**src/sv/stq_pkg.sv**
```systemverilog
// shared types and constants for the sorted timer queue
`timescale 1ns / 1ps
`default_nettype none
package stq_pkg;

  localparam int unsigned MAX_RESULTS = 16;
  localparam logic [31:0] MS_PER_S    = 32'd1000;
  // ceil(2^38 / 1000): exact quotient by 1000 for every 32-bit dividend
  localparam logic [28:0] RECIP_1000  = 29'd274877907;
  localparam int unsigned RECIP_SHIFT = 38;

  typedef enum logic [1:0] {
    OP_TICK   = 2'd0,
    OP_SCHED  = 2'd1,
    OP_CANCEL = 2'd2,
    OP_NONE   = 2'd3
  } opcode_t;

  typedef enum logic [2:0] {
    EV_FIRED     = 3'd0,
    EV_SCHEDULED = 3'd1,
    EV_FULL      = 3'd2,
    EV_CANCELLED = 3'd3,
    EV_NOT_FOUND = 3'd4
  } event_kind_t;

  typedef enum logic [3:0] {
    ST_IDLE,
    ST_DISPATCH,
    ST_FIND_POS,
    ST_SHIFT_UP,
    ST_WRITE,
    ST_FIND_ID,
    ST_SHIFT_DOWN,
    ST_HEAD_CHECK,
    ST_HEAD_READ,
    ST_DIV,
    ST_EMIT,
    ST_WAIT_OUT
  } state_t;

  // controller to datapath
  typedef struct packed {
    logic latch_item;     // capture the input transfer
    logic scan_clear;     // scan index to zero
    logic scan_inc;       // advance scan index
    logic shift_init;     // shift index to count (up) or scan index (down)
    logic shift_up_step;  // move entry shift-1 to shift, decrement
    logic shift_dn_step;  // move entry shift+1 to shift, increment
    logic write_new;      // write pending entry at scan index
    logic cnt_inc;
    logic cnt_dec;
    logic load_head;      // take head entry as pending reinsert
    logic div_start;
    logic div_step;
    logic set_rearm;      // pending entry = fired id, now + inc
    logic emit;           // load output register
    logic [2:0] emit_kind;
    logic emit_last;
    logic emit_head;      // output id from fired entry
    logic fire_inc;
  } stq_cmd_t;

  // datapath to controller
  typedef struct packed {
    opcode_t op;
    logic full;
    logic empty;
    logic scan_end;       // scan index reached count
    logic scan_later;     // entry at scan is later than pending expiry
    logic scan_id_hit;
    logic shift_done;
    logic head_due;
    logic head_repeat;
    logic div_done;
    logic fire_limit;     // MAX_RESULTS reached
    logic fired_held;     // a popped timer waits to be reported
    logic out_busy;
  } stq_stat_t;

endpackage
`default_nettype wire

```
**src/sv/stq_ctrl.sv**
```systemverilog
// controller state machine of the timer queue
`timescale 1ns / 1ps
`default_nettype none
module stq_ctrl (
  input  wire logic            clk,
  input  wire logic            rst_n,
  input  wire logic            in_valid,
  output logic                 in_ready,
  input  wire stq_pkg::stq_stat_t st,
  output stq_pkg::stq_cmd_t    cmd
);
  import stq_pkg::*;

  state_t state_r, state_nxt;
  logic   tick_r, tick_nxt;      // insertion belongs to a tick (rearm)
  logic   reject_r, reject_nxt;  // schedule hit a full table, or cancel missed
  logic   more;                  // another due timer may be popped

  assign more = !st.empty && st.head_due && !st.fire_limit;

  // state register
  always_ff @(posedge clk) begin
    if (!rst_n) begin
      state_r  <= ST_IDLE;
      tick_r   <= 1'b0;
      reject_r <= 1'b0;
    end else begin
      state_r  <= state_nxt;
      tick_r   <= tick_nxt;
      reject_r <= reject_nxt;
    end
  end

  // next state
  always_comb begin
    state_nxt  = state_r;
    tick_nxt   = tick_r;
    reject_nxt = reject_r;
    case (state_r)
      ST_IDLE: if (in_valid) state_nxt = ST_DISPATCH;
      ST_DISPATCH: begin
        tick_nxt   = 1'b0;
        reject_nxt = (st.op == OP_SCHED) ? st.full : 1'b1;
        case (st.op)
          OP_SCHED:  state_nxt = st.full ? ST_EMIT : ST_FIND_POS;
          OP_CANCEL: state_nxt = ST_FIND_ID;
          OP_TICK:   state_nxt = ST_HEAD_CHECK;
          default:   state_nxt = ST_IDLE;
        endcase
      end
      ST_FIND_POS: if (st.scan_end || st.scan_later) state_nxt = ST_SHIFT_UP;
      ST_SHIFT_UP: if (st.shift_done) state_nxt = ST_WRITE;
      ST_WRITE:    state_nxt = tick_r ? ST_HEAD_CHECK : ST_EMIT;
      ST_FIND_ID: begin
        if (st.scan_end) state_nxt = ST_EMIT;
        else if (st.scan_id_hit) begin
          state_nxt  = ST_SHIFT_DOWN;
          reject_nxt = 1'b0;
        end
      end
      ST_SHIFT_DOWN: if (st.shift_done) state_nxt = ST_EMIT;
      ST_HEAD_CHECK: begin
        if (!st.out_busy) state_nxt = more ? ST_HEAD_READ : ST_IDLE;
      end
      ST_HEAD_READ: begin
        tick_nxt  = 1'b1;
        state_nxt = st.head_repeat ? ST_DIV : ST_HEAD_CHECK;
      end
      ST_DIV: if (st.div_done) state_nxt = ST_FIND_POS;
      ST_EMIT: if (!st.out_busy) state_nxt = ST_WAIT_OUT;
      ST_WAIT_OUT: state_nxt = ST_IDLE;
      default: state_nxt = ST_IDLE;
    endcase
  end

  // outputs
  always_comb begin
    cmd      = '0;
    in_ready = (state_r == ST_IDLE);
    case (state_r)
      ST_IDLE: begin
        cmd.latch_item = in_valid;
        cmd.scan_clear = 1'b1;
      end
      ST_FIND_POS: begin
        if (st.scan_end || st.scan_later) cmd.shift_init = 1'b1;
        else cmd.scan_inc = 1'b1;
      end
      ST_SHIFT_UP: if (!st.shift_done) cmd.shift_up_step = 1'b1;
      ST_WRITE: begin
        cmd.write_new  = 1'b1;
        cmd.cnt_inc    = 1'b1;
        cmd.scan_clear = 1'b1;
      end
      ST_FIND_ID: begin
        if (!st.scan_end && st.scan_id_hit) cmd.shift_init = 1'b1;
        else if (!st.scan_end) cmd.scan_inc = 1'b1;
      end
      ST_SHIFT_DOWN: begin
        if (st.shift_done) cmd.cnt_dec = 1'b1;
        else cmd.shift_dn_step = 1'b1;
      end
      ST_HEAD_CHECK: begin
        cmd.scan_clear = 1'b1;
        // report the timer popped last, marked last when nothing more follows
        if (!st.out_busy && st.fired_held) begin
          cmd.emit      = 1'b1;
          cmd.emit_kind = EV_FIRED;
          cmd.emit_head = 1'b1;
          cmd.emit_last = !more;
        end
      end
      ST_HEAD_READ: begin
        // pop head: shift down from index 0 is done in one go by load_head
        cmd.load_head = 1'b1;
        cmd.cnt_dec   = 1'b1;
        cmd.fire_inc  = 1'b1;
        cmd.div_start = st.head_repeat;
      end
      ST_DIV: begin
        if (st.div_done) cmd.set_rearm = 1'b1;
        else cmd.div_step = 1'b1;
      end
      ST_EMIT: begin
        if (!st.out_busy) begin
          cmd.emit      = 1'b1;
          cmd.emit_last = 1'b1;
          case (st.op)
            OP_SCHED:  cmd.emit_kind = reject_r ? EV_FULL : EV_SCHEDULED;
            OP_CANCEL: cmd.emit_kind = reject_r ? EV_NOT_FOUND : EV_CANCELLED;
            default:   cmd.emit_kind = EV_FIRED;
          endcase
        end
      end
      default: ;
    endcase
  end
endmodule
`default_nettype wire

```
**config.mk**
```make
export PLATFORM = sky130hd
export DESIGN_NAME = stq_ctrl
export DESIGN_NICKNAME = d
export VERILOG_FILES = /design/src/sv/stq_pkg.sv /design/src/sv/stq_ctrl.sv
export SDC_FILE = /design/constraint.sdc
export NUM_CORES = 1
export LEC_CHECK = 0
export ABC_AREA = 1
export ABC_CLOCK_PERIOD_IN_PS = 2700
export BUFFER_PORTS_ARGS = -buffer_cell sky130_fd_sc_hd__clkbuf_2
export CORE_UTILIZATION = 40
export CTS_CLUSTER_SIZE = 20
export DETAILED_ROUTE_END_ITERATION = 8
export PLACE_DENSITY = 0.7
export SYNTH_ARGS = -nofsm -noshare
export SYNTH_HDL_FRONTEND = slang
export SYNTH_SLANG_ARGS = --single-unit
```
**constraint.sdc**
```tcl
create_clock -name clk -period 2.7 [get_ports clk]
set_clock_uncertainty 0.1 [all_clocks]
set_input_delay 0.675 -clock clk [delete_from_list [all_inputs] [get_ports clk]]
set_output_delay 0.675 -clock clk [all_outputs]
set_load 0.05 [all_outputs]
```
Yosys cells after proc, flatten, opt, wreduce, memory -nomap -nowiden --
Cells that the tools add are included.
Cells by class: equality and inequality tests 22, multiplexer cells 46, reduce and logical (&&, ||, !) cells 17
Operators with widths (number):
- two-way mux 4 bit | 13
- one-hot mux 4 bit (11 select lines) | 1
- two-way mux 1 bit | 18
- != test 2 bit (second input constant) | 9
- equality test 4 x 3 -> 1 bit (second input constant) | 4
- equality test 4 bit (second input constant) | 3
- one-hot mux 4 bit (3 select lines) | 1
- one-hot mux 5 bit (2 select lines) | 1
- equality test 4 x 2 -> 1 bit (second input constant) | 2
- two-way mux 2 bit | 4
- AND reduction 8 bit | 1
- two-way mux 6 bit | 1
- one-hot mux 1 bit (2 select lines) | 3
- one-hot mux 3 bit (2 select lines) | 1
- zero test 1 bit | 5
- two-way mux 5 bit | 1
- equality test 4 x 1 -> 1 bit (second input constant) | 1
- logical AND 1 bit | 4
- zero test 4 bit | 1
- one-hot mux 2 bit (2 select lines) | 1
- nonzero test 2 bit | 2
- two-way mux 3 bit | 1
- != test 3 bit (second input constant) | 1
- AND reduction 3 bit | 1
- other kinds (5) | 5
Word-level totals: output and inout bits 21, logic and storage cells 88, input port bits 17, register bits 6

Depth between registers and ports, before layout --
depth after elaboration 6, mapped depth 10, mapped depth without buffers 10

Worst setup path after synthesis --
OpenSTA, ideal clock, no wires.
path kind input to output, from input st[13] (netlist name), to output cmd[4] (netlist name), required time 1.925 ns, slack -0.265 ns, arrival 2.190 ns, stages 4, path buffers 0, path through inv_1 ha_1 nor2_1 a211oi_1
RTL lines:
- start: declaration | line stq_ctrl.sv:9 | input wire stq_pkg::stq_stat_t st,
- end: declaration | line stq_ctrl.sv:10 | output stq_pkg::stq_cmd_t cmd

==> summary.md <==
| Metric | Value |
|---|---|
| Slew HR | `0.7719` |
| Number of H-tree levels | `1` |
| Max_cap viols | `0` |
| Synth Flop Type | `dfxtp_1` |
| CTS tree | `yes` |
| Worst setup SP type | `flip-flop` |
| Reg area | `120.1 um2` |
| Post-CTS Hold Buffers | `0` |
| Setup violations, final | `0` |
| Register area share after synthesis | `0.1452` |
| Final max-slew violation count | `0` |
| Chip height | `47.47 um` |
| Reg2reg start | `state_r[3]$_SDFFE_PN0P_` |
| Layout Nets | `210` |
| ANT cells | `0` |
| Worst-Margin Slew | `341.5 ps` |
| Worst path bufs/invs | `2` |
| Async SR Flop Fraction | `0` |
| Drt first pass iters | `4` |
| Root Buffer | `clkbuf_4` |
| WHS Path Cells | `2` |
| Num CTS Buffers | `3` |
| # DRC | `0` |
| Core ar. | `approximately 2000 um2` |
| Synth cell count leaders | `38 x nand2_1, 24 x inv_1, 22 x nor2_1` |
| Hold slack final | `between 300 and 400 ps` |
| # clock sinks | `6` |
| VDD IR max | `425.4 uV` |
| Die area | `2253 um2` |
| Final period utilization | `0.9191` |
| Worst-Skew Late Latency | `~240 ps` |
| Status | `completed` |
| Final hold viol count | `0` |
| Die X | `~47 um` |
| Syn. warnings | `0` |
| Number of global-route vias before repair | `745` |
| Leakage | `roughly 0.63 nW` |
| DP HPWL | `1.807 mm` |
| Min Tclk post-route | `2482 ps` |
| P&R area growth vs syn | `28.90%` |
| Layout cells sized above 1 | `0.3495` |
| R2r worst-path depth | `9` |
| Hold Startpoint | `reject_r$_SDFFE_PN0P_` |
| CP Class | `flip-flop to output pin` |
| Antenna violations before repair | `0` |
| Worst path top cell family by delay | `simple AND/OR/NAND/NOR gates` |
| Worst Hold Class | `flip-flop to flip-flop` |
| Clk pin slew, worst setup/hold paths | `50 ps` |
| DR iter-0 viols | `32` |
| IO buf count | `37` |
| Vias | `a little over 1k` |
| Global placement routability congestion | `0.8515` |
| Setup TNS | `0 ps` |
| Crit-path max cell delay | `roughly 430 ps` |
| Count leader, synth | `nand2_1` |
| Crit Path Max Fanout | `7` |
| Setup Buffers After CTS | `0` |
| Post-Syn Nets | `between 150 and 200` |
| Post-Place Cells | `210` |
| Syn avg cell area | `roughly 5.6 um2` |
| Top-area cell type share of the netlist area | `0.1725` |
| Gr usage total | `0.1936` |
| Starting Density | `0.4216` |
| FP Rows | `16` |
| Post-synth EDFFs | `0` |
| Routed length per instance | `9.793 um` |
| Netlist cell types | `22` |
| Mapped Cells | `149` |
| IO Pins | `38` |
| RSZ-0062 raised after global routing | `false` |
| First-pass GRT wire length | `3.056 mm` |
| Clock tree buffer depth | `2` |
| Fill count | `around 220` |
| Crit-path slowest cell | `dfxtp_1` |
| CP Capture Type | `output pin` |
| Worst R2R Setup Slack | `1130 ps` |
| Hold EP | `reject_r$_SDFFE_PN0P_` |
| Max Fclk | `slightly above 0.4 GHz` |
| Synth Cell Area | `827.0 um2` |
| Largest net degree at the start of global routing | `8` |
| DRT Wirelength | `2.086 mm` |
| FF+latch count, synth | `6` |
| Pwr Density | `871.2 nW/um2` |
| Footprint of the multi-input gates | `595.6 um2` |
| Post-CTS Resized | `0` |
| Most area-hungry cell type in the Yosys netlist | `nand2_1` |
| Vias/cell | `4.746` |
| CP Cell Sequence | `inv_2, nor2_2, nand3_2, a211oi_2, clkbuf_2` |
| Dominant cells by area after synthesis | `nand2_1 17%, dfxtp_1 15%, inv_1 11%` |
| Fin cells | `roughly 210` |
| Post-route ant nets | `0` |
| FF-to-FF End | `state_r[2]$_SDFFE_PN0P_` |
| CP required | `1920 ps` |
| Critical Path AT | `1710 ps` |
| GRT overflow | `0` |
power breakdown:
| part | switching (mW) | internal, mW |
|---|---|---|
| clock | 0.0339 | 0.0504 |
| combinational | 0.498 | 0.181 |
| sequential | 0.0458 | 0.120 |
| total | 0.577 | 0.351 |
state kept, by name (all words and copies together), names as in the netlist:
| name | count |
|---|---|
| reject_r | 1 |
| tick_r | 1 |
| state_r | 4 |
per-stage QoR:
| stage | utilization | cell area [um2] | worst slack [ps] | power (mW) |
|---|---|---|---|---|
| 4_1_cts | 0.5408 | 1061 | 151.4 | 0.9294 |
| 6_report | 0.5434 | 1066 | 218.5 | 0.9287 |
| 3_3_place_gp | 0.5293 | 1039 | 308.0 | 0.8373 |
| 3_5_place_dp | 0.5293 | 1039 | 248.0 | 0.8400 |
| 5_1_grt | 0.5434 | 1066 | 54.09 | 1.013 |
| 2_1_floorplan | - | 842.1 | 9.614 | 0.7190 |
kinds of logic after synthesis:
logic type,synth area share
DFF,0.1452
adders and majority gates,0.07564
and+or+nand+nor,0.5189
buffers and inverters,0.1589
AOI/OAI and AO/OA,0.1013
placed cells by master (no fill, tap or decap):
| cell type | n |
|---|---|
| o211ai_1 | 2 |
| nor2_4 | 3 |
| nor2_1 | 22 |
| nor2_2 | 9 |
| o21ai_0 | 5 |
| a211oi_2 | 1 |
| nor3_2 | 1 |
| clkbuf_2 | 37 |
| nor3_1 | 2 |
| clkbuf_4 | 3 |
| nand3_1 | 10 |
| inv_2 | 5 |
| nand2_4 | 1 |
| nand4_1 | 2 |
| a21oi_1 | 3 |
| o21ai_1 | 1 |
| a21oi_2 | 1 |
| nand2_2 | 2 |
| dfxtp_1 | 6 |
| inv_1 | 24 |
| ha_1 | 5 |
| nand2_1 | 38 |
| nor3b_1 | 1 |
| nand3_2 | 1 |
| o31ai_2 | 1 |
final cells by class:
cell class              instances  area share
flip-flops and latches          6      0.1127
well taps                      27     0.03169
multi-input cells             111      0.5587
inverters                      29      0.1021
clock buffers                   3     0.02113
repair buffers                 37      0.1737
worst min-delay path, stage by stage, from the launching register on:
cell and delay, ps:
dfxtp_1 310, nand2_1 80, a21oi_2 50
routing by layer:
| layer | vias to the layer above | part of all wire | GRT usage |
|---|---|---|---|
| li1 | 532 | - | - |
| met1 | 433 | 0.47 | 0.2812 |
| met2 | 44 | 0.45 | 0.2795 |
| met3 | 2 | 0.083 | 0.04528 |
| met4 | 0 | 0.0034 | 0.06286 |
| met5 | - | 0 | 0 |
how the worst max path moves through the flow:
stage                  end  slack, ps  cells past startpoint               startpoint
floorplan           cmd[6]         10                      3                    st[0]
global placement    cmd[4]        310                      6                   st[12]
detailed placement  cmd[4]        250                      6                   st[12]
CTS                 cmd[4]        150                      5  state_r[3]$_SDFFE_PN0P_
global route        cmd[4]         50                      5  state_r[3]$_SDFFE_PN0P_
finish              cmd[4]        220                      5  state_r[1]$_SDFFE_PN0P_
No activity file was read; power rests on OpenSTA's default activity.
